===== src/rtl/att_pkg.sv =====
`default_nettype none

package att_pkg;

    localparam int BUCKETS   = 256;
    localparam int WAYS      = 4;
    localparam int ADDR_BITS = 48;

    localparam int ROW_W    = $clog2(BUCKETS);
    localparam int WAY_W    = (WAYS > 1) ? $clog2(WAYS) : 1;
    localparam int SLOTS    = BUCKETS * WAYS;
    localparam int HASH_W   = 64;
    localparam int SIZE_W   = 32;
    localparam int SEQ_W    = 32;
    localparam int KIND_W   = 3;
    localparam int STATUS_W = 2;
    localparam int CNT_W    = 11;
    localparam int TOT_W    = 16;

    localparam logic OP_ALLOC   = 1'b0;
    localparam logic OP_RELEASE = 1'b1;

    localparam logic [KIND_W-1:0] ALLOC_MALLOC    = 3'd0;
    localparam logic [KIND_W-1:0] ALLOC_CALLOC    = 3'd1;
    localparam logic [KIND_W-1:0] ALLOC_REALLOC   = 3'd2;
    localparam logic [KIND_W-1:0] ALLOC_NEW       = 3'd3;
    localparam logic [KIND_W-1:0] ALLOC_NEW_ARRAY = 3'd4;

    localparam logic [KIND_W-1:0] REL_FREE         = 3'd0;
    localparam logic [KIND_W-1:0] REL_REALLOC      = 3'd1;
    localparam logic [KIND_W-1:0] REL_DELETE       = 3'd2;
    localparam logic [KIND_W-1:0] REL_DELETE_ARRAY = 3'd3;

    localparam logic [STATUS_W-1:0] STATUS_OK        = 2'd0;
    localparam logic [STATUS_W-1:0] STATUS_UNKNOWN   = 2'd1;
    localparam logic [STATUS_W-1:0] STATUS_DUPLICATE = 2'd2;
    localparam logic [STATUS_W-1:0] STATUS_FULL      = 2'd3;

    typedef struct packed {
        logic                guard_intact;
        logic [KIND_W-1:0]   kind;
        logic [SIZE_W-1:0]   size_bytes;
        logic [ADDR_BITS-1:0] address;
    } in_word_t;

    typedef struct packed {
        logic [TOT_W-1:0]    overflow_total;
        logic [TOT_W-1:0]    mismatch_total;
        logic [TOT_W-1:0]    bad_free_total;
        logic [SIZE_W-1:0]   live_bytes;
        logic [CNT_W-1:0]    live_count;
        logic                overflow_flag;
        logic                mismatch_flag;
        logic [SEQ_W-1:0]    sequence_res;
        logic [SIZE_W-1:0]   freed_size;
        logic [STATUS_W-1:0] status;
    } out_word_t;

    localparam int IN_BITS     = $bits(in_word_t);
    localparam int OUT_BITS    = $bits(out_word_t);
    localparam int IN_TDATA_W  = ((IN_BITS + 7) / 8) * 8;
    localparam int OUT_TDATA_W = ((OUT_BITS + 7) / 8) * 8;

    typedef struct packed {
        logic                 valid;
        logic [ADDR_BITS-1:0] address;
        logic [SIZE_W-1:0]    size_bytes;
        logic [KIND_W-1:0]    kind;
        logic [SEQ_W-1:0]     seq_num;
    } way_t;

    typedef way_t [WAYS-1:0] row_t;

    typedef enum logic [2:0] {
        ST_CLEAR,
        ST_IDLE,
        ST_HASH1,
        ST_HASH2,
        ST_HASH3,
        ST_READ,
        ST_EVAL
    } state_t;

endpackage

`default_nettype wire


===== src/rtl/att_hash.sv =====
`default_nettype none

module att_hash
    import att_pkg::*;
(
    input  wire logic                 clk,
    input  wire logic [ADDR_BITS-1:0] address,
    output logic      [ROW_W-1:0]     row
);

    logic [HASH_W-1:0] a0;
    logic [HASH_W-1:0] s1_sum;
    logic [HASH_W-1:0] s1_next;
    logic [HASH_W-1:0] s1_reg;
    logic [HASH_W-1:0] s2_sum;
    logic [HASH_W-1:0] s2_next;
    logic [HASH_W-1:0] s2_reg;
    logic [HASH_W-1:0] s3_sum;
    logic [HASH_W-1:0] s3_next;
    logic [ROW_W-1:0]  row_reg;

    // The final step XORs a copy shifted right by 28; row is taken from its low bits.
    always_comb
    begin
        a0      = HASH_W'(address);
        s1_sum  = (~a0) + (a0 << 21);
        s1_next = s1_sum ^ (s1_sum >> 24);
        s2_sum  = s1_reg + (s1_reg << 3) + (s1_reg << 8);
        s2_next = s2_sum ^ (s2_sum >> 14);
        s3_sum  = s2_reg + (s2_reg << 2) + (s2_reg << 4);
        s3_next = s3_sum ^ (s3_sum >> 28);
    end

    always_ff @(posedge clk)
    begin
        s1_reg  <= s1_next;
        s2_reg  <= s2_next;
        row_reg <= s3_next[ROW_W-1:0];
    end

    assign row = row_reg;

endmodule

`default_nettype wire

===== config.mk =====
export PLATFORM = sky130hd
export DESIGN_NAME = att_hash
export DESIGN_NICKNAME = d
export VERILOG_FILES = /design/src/rtl/att_pkg.sv /design/src/rtl/att_hash.sv
export SDC_FILE = /design/constraint.sdc
export NUM_CORES = 1
export LEC_CHECK = 0
export ABC_AREA = 1
export ABC_CLOCK_PERIOD_IN_PS = 2300
export BUFFER_PORTS_ARGS = -buffer_cell sky130_fd_sc_hd__buf_2
export CAP_MARGIN = 5
export CORE_ASPECT_RATIO = 0.6
export CORE_MARGIN = 2
export CORE_UTILIZATION = 55
export CTS_BUF_LIST = sky130_fd_sc_hd__clkbuf_16
export CTS_CLUSTER_DIAMETER = 30
export DETAILED_ROUTE_END_ITERATION = 7
export HOLD_SLACK_MARGIN = 0.05
export PLACE_DENSITY = 0.81
export SLEW_MARGIN = 5
export SYNTH_ARGS = -nofsm -noshare
export SYNTH_HDL_FRONTEND = slang
export SYNTH_SLANG_ARGS = --single-unit

===== constraint.sdc =====
create_clock -name clk -period 2.3 [get_ports clk]
set_input_delay 0 -clock clk [delete_from_list [all_inputs] [get_ports clk]]
set_output_delay 0 -clock clk [all_outputs]
set_load 0.01 [all_outputs]

==> summary.txt, run 1 <==
Floorplanning
  • Die Y: between 100 and 150 um
  • Io pins: 57
  • Die width: ~200 um
  • Starting Density: 56.1%
  • Site Rows: 43

Placed design
  • # placed instances: 2731
  • IO buf count: 56
  • GPL Wtd Cong: 1.10
  • HPWL Detailed: 48600 um

Outcome
  • Exit stage: global routing (5_1_grt)
  • Status: did not finish
  • Stop Error: [ERROR GRT-0232] Routing congestion too high. Check the congestion heatmap in the GUI.

Logic synthesis
  • Synth area leaders: nand2_1, dfxtp_1, fa_1, inv_1, ha_1
  • Mapped cell area: approximately 13000 um^2
  • Syn Area/Cell: around 6.2 um^2
  • Post-synth EDFFs: 0
  • Distinct cells, synth: 33
  • Cells after synthesis: about 2100
  • #FFs+latches synth: 94
  • Area leader, netlist: nand2_1
  • Sequential-to-total area share from yosys stat: around 15%
  • YS warnings: 0
  • Synth Flop Type: dfxtp_1
  • Yosys top cell area share: 22.9%
  • Fraction of registers with async set/reset: 0%
  • Syn nets: around 2300

GRT
  • GRT Util Overall: 71.8%
  • Largest net degree at the start of global routing: 17
  • Total grt overflow: between 150 and 200

CTS
  • H-tree Lvls: 3
  • CTS buffer count: 9
  • Root buffer cell: clkbuf_16
  • Clock sinks: 94
  • CTS max path bufs: 2
[synth_stat cells, drive strengths merged (13+ instances only)]
library cell  instances
nand2               823
fa                   75
o21ai                17
dfxtp                94
ha                  111
nor2                170
o21bai               13
a21oi                92
nand3b               16
nand3               129
xor2                 54
xnor2                38
nand4                16
nor3                 17
inv                 402
[per-layer routing]
layer,global-route usage [%],overflow
met5,44.8,0
met1,79.2,21
met2,84.6,94
met3,60.0,33
met4,51.1,49
[per-stage QoR]
stage / setup slack (ps) / util, % / area, um^2
detailed placement: -819 / 68.0 / 15700
global placement: -662 / 68.0 / 15700
CTS: -291 / 80.3 / 18600
floorplan: 32.3 / - / 13000
[timing repair]
item                                   4_1_cts
gates resized for setup                    547
buffers inserted                            30
setup endpoints to repair                   44
endpoints found under the hold margin       24
hold buffers                                24
pin swaps                                  151
[cell families after synthesis]
family | synth area share, %
simple gates | 37.8
xor+xnor | 7.77
flops | 14.5
compound gates | 6.03
buf+inv | 11.7
fa+ha+maj | 22.3
==> inputs of run 2 (changes only) <==
==> config.mk (replaced) <==
export PLATFORM = sky130hd
export DESIGN_NAME = att_hash
export DESIGN_NICKNAME = d
export VERILOG_FILES = /design/src/rtl/att_pkg.sv /design/src/rtl/att_hash.sv
export SDC_FILE = /design/constraint.sdc
export NUM_CORES = 1
export LEC_CHECK = 0
export ABC_AREA = 1
export ABC_CLOCK_PERIOD_IN_PS = 3000
export BUFFER_PORTS_ARGS = -buffer_cell sky130_fd_sc_hd__buf_2
export CAP_MARGIN = 5
export CORE_MARGIN = 2
export CORE_UTILIZATION = 40
export DETAILED_ROUTE_END_ITERATION = 7
export PLACE_DENSITY_LB_ADDON = 0.15
export SLEW_MARGIN = 5
export SYNTH_ARGS = -nofsm -noshare
export SYNTH_HDL_FRONTEND = slang
export SYNTH_SLANG_ARGS = --single-unit
==> constraint.sdc (replaced) <==
create_clock -name clk -period 3 [get_ports clk]
set_input_delay 0 -clock clk [delete_from_list [all_inputs] [get_ports clk]]
set_output_delay 0 -clock clk [all_outputs]
set_load 0.01 [all_outputs]
==> summary.txt, run 2 <==
STA
  • Crit share post-route: 95.4%
  • Min Hold Slack: 25.8 ps
  • Final Max Tran Viols: 0
  • Unrepaired setup endpoints after global routing: false
  • Fmax: about 350 MHz
  • Min cycle time layout: approximately 2900 ps
  • Clk_skew: 21.8 ps
  • Final setup vio count: 0
  • Slew HR: 56.4%
  • Final hold vios: 0
  • Setup TNS: 0 ps
  • Worst Max-Slew Pin Slew: approximately 650 ps

Cells and area
  • Commonest non-fill, non-tap cells in the layout: nand2_1, inv_1, nor2_1
  • Final Non-Filler Cells: 2609
  • Area Overhead vs Synth: 11.4%
  • Final core utilization: 45.6%
  • Antenna cells: 0
  • Max reg flops: 50
  • Commonest non-fill, non-tap cell in the layout: nand2_1
  • Nets: 2437
  • Layout cell share with drive strength beyond 1: 8.47%

CTS
  • Root buffer cell: clkbuf_16 (unchanged)
  • Clock slew at reported path FFs: 90 ps
  • Clock sinks: 94 (unchanged)
  • H-tree Lvls: 3 (unchanged)
  • Later-pin clock latency in the skew report: 370 ps
  • CTS tree: yes
  • Post-CTS Setup Bufs: 0 (was 30)
  • CTS max path bufs: 2 (unchanged)
  • CTS buffer count: 9 (unchanged)

Logic synthesis
  • Area leader, netlist: nand2_1 (unchanged)
  • Syn Area/Cell: 6.18 um^2 (unchanged)
  • Post-synth EDFFs: 0 (unchanged)
  • Commonest cells post-synth: nand2_1, inv_1, nor2_1 (unchanged)
  • Synth area leaders: nand2_1, dfxtp_1, fa_1, inv_1, ha_1 (unchanged)
  • #FFs+latches synth: 94 (unchanged)
  • Fraction of registers with async set/reset: 0% (unchanged)
  • Cells after synthesis: 2099 (unchanged)
  • YS warnings: 0 (unchanged)
  • Cell with the most instances after synthesis: nand2_1 (unchanged)
  • Sequential-to-total area share from yosys stat: 14.5% (unchanged)
  • Synth Flop Type: dfxtp_1 (unchanged)
  • Yosys top cell area share: 22.9% (unchanged)
  • Mapped cell area: 13000 um^2 (unchanged)
  • Distinct cells, synth: 33 (unchanged)
  • Syn nets: 2334 (unchanged)

Critical path
  • Worst Path Required: 3280 ps
  • WS Path Type: reg -> reg
  • Worst Path Max Fanout: 5
  • CP Data Arrival Time: 3140 ps
  • Crit. End Element: flip-flop
  • Startpoint Class: flip-flop

Placed design
  • # placed instances: 2574 (was 2731)
  • GPL Wtd Cong: 0.986 (was 1.10)
  • HPWL Detailed: 38600 um (was 48600 um)
  • IO buf count: 56 (unchanged)

Detailed routing
  • Vias per inst: 4.90
  • Via Count: 12800
  • Drt wl/cell: 16.7 um
  • Pre-antenna DRT Iters: 5
  • Initial DRC count: 677
  • Drt drc: 0
  • Total routed wirelength: 43500 um
  • Post-DRT Antenna Nets: 0

GRT
  • GRT Util Overall: 26.6%
  • First-pass GRT wire length: 68700 um
  • Largest net degree at the start of global routing: 20
  • Initial antenna violation count: 0
  • Vias in the first global route: 12800
  • Total grt overflow: 0

Floorplanning
  • Die ar.: 33900 um^2
  • Core Box Area: about 32000 um^2
  • Site Rows: 65 (was 43)
  • Io pins: 57 (unchanged)
  • Die width: 184 um (was 202 um)
  • Starting Density: 40.9% (was 56.1%)
  • Die Y: 184 um (was 123 um)

Outcome
  • Status: completed (was did not finish)

Run
  • Max cap viols: 0

Hold path
  • Worst hold path class: in -> reg
run 2: cell counts after synthesis:
Identical to the previous run, type by type.
run 2: per-layer routing:
metal,part of all wire (%),vias to the layer above,GRT usage (%)
met5,0,-,0
met3,2.8,102,2.29
met1,40,5776,29.2
met2,50,286,50.2
li1,-,6610,-
met4,6.4,0,15.1
run 2: logic make-up (layout without fill, tap and decap cells):
group                    Yosys count  after routing  synth area share (%)
buffers and inverters            403            511                  11.7
AO/OA/AOI/OAI                    141            141                  6.03
adder cells (fa/ha/maj)          186            186                  22.3
AND/OR/NAND/NOR                 1176           1176                  37.8
flip-flops                        94             94                  14.5
XOR/XNOR                          99             99                  7.77
run 2: final timing paths:
| check | from | endpoint | slack (ps) | depth (start not counted) |
|---|---|---|---|---|
| worst max-delay path | s1_reg[35] | s2_reg[33] | 140 | 13 |
| worst min-delay path | address[19] | s1_reg[19] | 30 | 2 |
| worst max register to register | s1_reg[35] | s2_reg[33] | 140 | 13 |
| worst min register to register | s1_reg[0] | s2_reg[0] | 560 | 1 |
run 2: cell type report:
type,instances,area [um^2]
inverter,403,1510
clock inverter,7,73.8
tap,402,503
fill,3451,17300
timing repair buffer,92,598
sequential,94,1900
clock buffer,9,225
multi-input combinational,1602,9640
run 2: critical path: stages (launching register included):
cell,delay (ps)
dfxtp_1,450
fa_1,460
ha_1,460
nand2_1,150
nor2_1,160
inv_1,100
nor2_1,260
nand2_1,170
nor2_1,130
nand2_1,110
nand3_1,100
nand2_1,90
nand3_1,90
nand2_1,50
run 2: through the flow:
stage          setup WS [ps]  cell area (um^2)
3_3_place_gp           -47.4             13900
4_1_cts                 35.1             14400
5_1_grt                 2.67             14500
6_report                 139             14500
2_1_floorplan            658             13000
3_5_place_dp           -41.9             13900
run 2: repair_timing:
item	in CTS	in global routing
endpoints found under the setup margin	4	16
hold endpoints to repair	20	0
hold buffers	19	0
pin swaps	0	0
resized for setup	2	28
Power of run 2 is not shown: default switching activity piles up to over one toggle a cycle in this logic, so the estimate is an artifact.
==> inputs of run 3 (changes only) <==
==> constraint.sdc (replaced) <==
create_clock -name clk -period 3 [get_ports clk]
set_input_delay 0.15 -clock clk [delete_from_list [all_inputs] [get_ports clk]]
set_output_delay 0.15 -clock clk [all_outputs]
set_load 0.01 [all_outputs]
==> summary.txt, run 3 (synthesis gave the netlist of run 2 again) <==
Outcome
  • Status: completed (unchanged)

Detailed routing
  • DR WL met3: 1470 um (was 1200 um)
  • Highest routed metal layer: met4 (unchanged)
  • Post-DRT Antenna Nets: 0 (unchanged)
  • Via Count: 12800 (about the same)
  • Drt wl/cell: 16.7 um (about the same)
  • Drt drc: 0 (unchanged)
  • Initial DRC count: 798 (was 677)
  • Pre-antenna DRT Iters: 5 (unchanged)
  • Vias per inst: 4.92 (was 4.90)
  • Total routed wirelength: 43300 um (was 43500 um)
  • DR WL met2: 22000 um (was 21900 um)
  • Wl on met1: 17300 um (was 17600 um)

Floorplanning
  • Io pins: 57 (unchanged)
  • Site Rows: 65 (unchanged)
  • Core Box Area: 31700 um^2 (unchanged)
  • Die width: 184 um (unchanged)
  • Die ar.: 33900 um^2 (unchanged)
  • Starting Density: 40.9% (unchanged)
  • Die Y: 184 um (unchanged)

Cells and area
  • Antenna cells: 0 (unchanged)
  • Fillers: 3440 (was 3451)
  • Final instance area: 14300 um^2 (was 14500 um^2)
  • Commonest non-fill, non-tap cells in the layout: nand2_1, inv_1, nor2_1 (unchanged)
  • Max reg flops: 50 (unchanged)
  • Commonest non-fill, non-tap cell in the layout: nand2_1 (unchanged)
  • Nets: 2420 (was 2437)
  • Area Overhead vs Synth: 10.1% (was 11.4%)
  • Layout cell share with drive strength beyond 1: 8.49% (was 8.47%)

CTS
  • Clock sinks: 94 (unchanged)
  • CTS buffer count: 9 (unchanged)
  • Clock slew at reported path FFs: 70 ps (was 90 ps)
  • CTS tree: yes (unchanged)
  • Later-pin clock latency in the skew report: 370 ps (about the same)
  • H-tree Lvls: 3 (unchanged)
  • CTS max path bufs: 2 (unchanged)
  • Root buffer cell: clkbuf_16 (unchanged)

Critical path
  • Worst Path Max Fanout: 4 (was 5)
  • Worst Path Required: 3260 ps (was 3280 ps)
  • RR Startpoint: s1_reg[0] (was s1_reg[35])
  • CP max-delay cell: fa_1 (unchanged)
  • WS Path Type: reg -> reg (unchanged)
  • Most used cell along the critical path: nand2_1 (unchanged)
  • CP startpoint: s1_reg[0] (was s1_reg[35])
  • Crit. End Element: flip-flop (unchanged)
  • Worst-path cell chain: inv_1 -> fa_1 -> inv_1 -> ha_1 -> nand2_1 -> nor2_2 -> nand2_1 -> nand2_2 -> nand2_1 -> nand2_2 -> nand2_1 -> nand2_1 -> nand2_1 -> nand2_2 -> inv_1 -> nand2_1 -> nand2_1 (was fa_1 -> ha_1 -> nand2_1 -> nor2_1 -> inv_1 -> nor2_1 -> nand2_1 -> nor2_1 -> nand2_1 -> nand3_1 -> nand2_1 -> nand3_1 -> nand2_1)
  • Worst path top cell family by delay: simple AND/OR/NAND/NOR gates (unchanged)
  • CP Buf/Inv Count: 3 (was 1)
  • Startpoint Class: flip-flop (unchanged)
  • Crit-path max cell delay: 540 ps (was 460 ps)
  • CP Data Arrival Time: 3090 ps (was 3140 ps)

STA
  • Min setup slack post-route: 174 ps (was 139 ps)
  • Slew HR: 63.8% (was 56.4%)
  • Final setup vio count: 0 (unchanged)
  • Final Max Tran Viols: 0 (unchanged)
  • Crit share post-route: 94.2% (was 95.4%)
  • Unrepaired setup endpoints after global routing: false (unchanged)
  • Fmax: 354 MHz (was 350 MHz)
  • Worst Max-Slew Pin Slew: 542 ps (was 651 ps)
  • Min cycle time layout: 2830 ps (was 2860 ps)
  • Clk_skew: 21.4 ps (was 21.8 ps)
  • Final hold vios: 0 (unchanged)

GRT
  • Largest net degree at the start of global routing: 20 (unchanged)
  • Vias in the first global route: 12800 (about the same)
  • Total grt overflow: 0 (unchanged)
  • Initial antenna violation count: 0 (unchanged)
  • First-pass GRT wire length: 68400 um (was 68700 um)
  • GRT Util Overall: 26.5% (was 26.6%)

Hold path
  • Worst hold path class: in -> reg (unchanged)
  • Hold path startpoint: address[2] (was address[19])

Run
  • Max cap viols: 0 (unchanged)

Placed design
  • Placed cell areas: 13900 um^2 (about the same)
  • HPWL Detailed: 38600 um (about the same)
  • Placement Setup Slack: -21.8 ps (was -41.9 ps)
  • GPL Wtd Cong: 0.985 (was 0.986)
  • IO buf count: 56 (unchanged)
run 3: layout make-up:
type,count,area [um^2],share of cell area (%)
well taps,402,503,3.52
clock buffers,9,225,1.58
multi-input cells,1602,9650,67.6
clock inverters,7,73.8,0.517
flip-flops and latches,94,1890,13.2
inverters,403,1510,10.6
repair buffers,75,425,2.98
run 3: what timing repair did:
item                                    4_1_cts  5_1_grt
buffers inserted                              0        0
gates cloned                                  0        0
hold endpoints to repair                      1        0
gates resized for setup                       2       26
hold buffers                                  1        0
endpoints found under the setup margin        4       18
run 3: final timing paths:
check	to	slack, ps	cells past startpoint
hold / removal	s1_reg[2]	8	2
setup reg to reg	s2_reg[21]	170	17
hold reg to reg	s2_reg[1]	570	1
setup / recovery	s2_reg[21]	170	17
run 3: metal layers:
layer	vias up	global-route usage [%]
li1	6598	-
met1	5716	29.2
met2	333	50.1
met3	109	2.63
met4	0	14.1
met5	-	0
run 3: metrics by stage:
| stage | hold WS, ps | cells | util [%] | setup TNS [ps] |
|---|---|---|---|---|
| finish | 8.44 | 2592 | 45.0 | 0 |
| global route | 15.2 | 2592 | 45.0 | 0 |
| CTS | 2.99 | 2592 | 44.8 | 0 |
| detailed placement | 374 | 2575 | 43.8 | -48.9 |
| global placement | 375 | 2575 | 43.8 | -107 |
| floorplan | 247 | 2099 | - | 0 |
Power of run 3 is left out for the same reason.
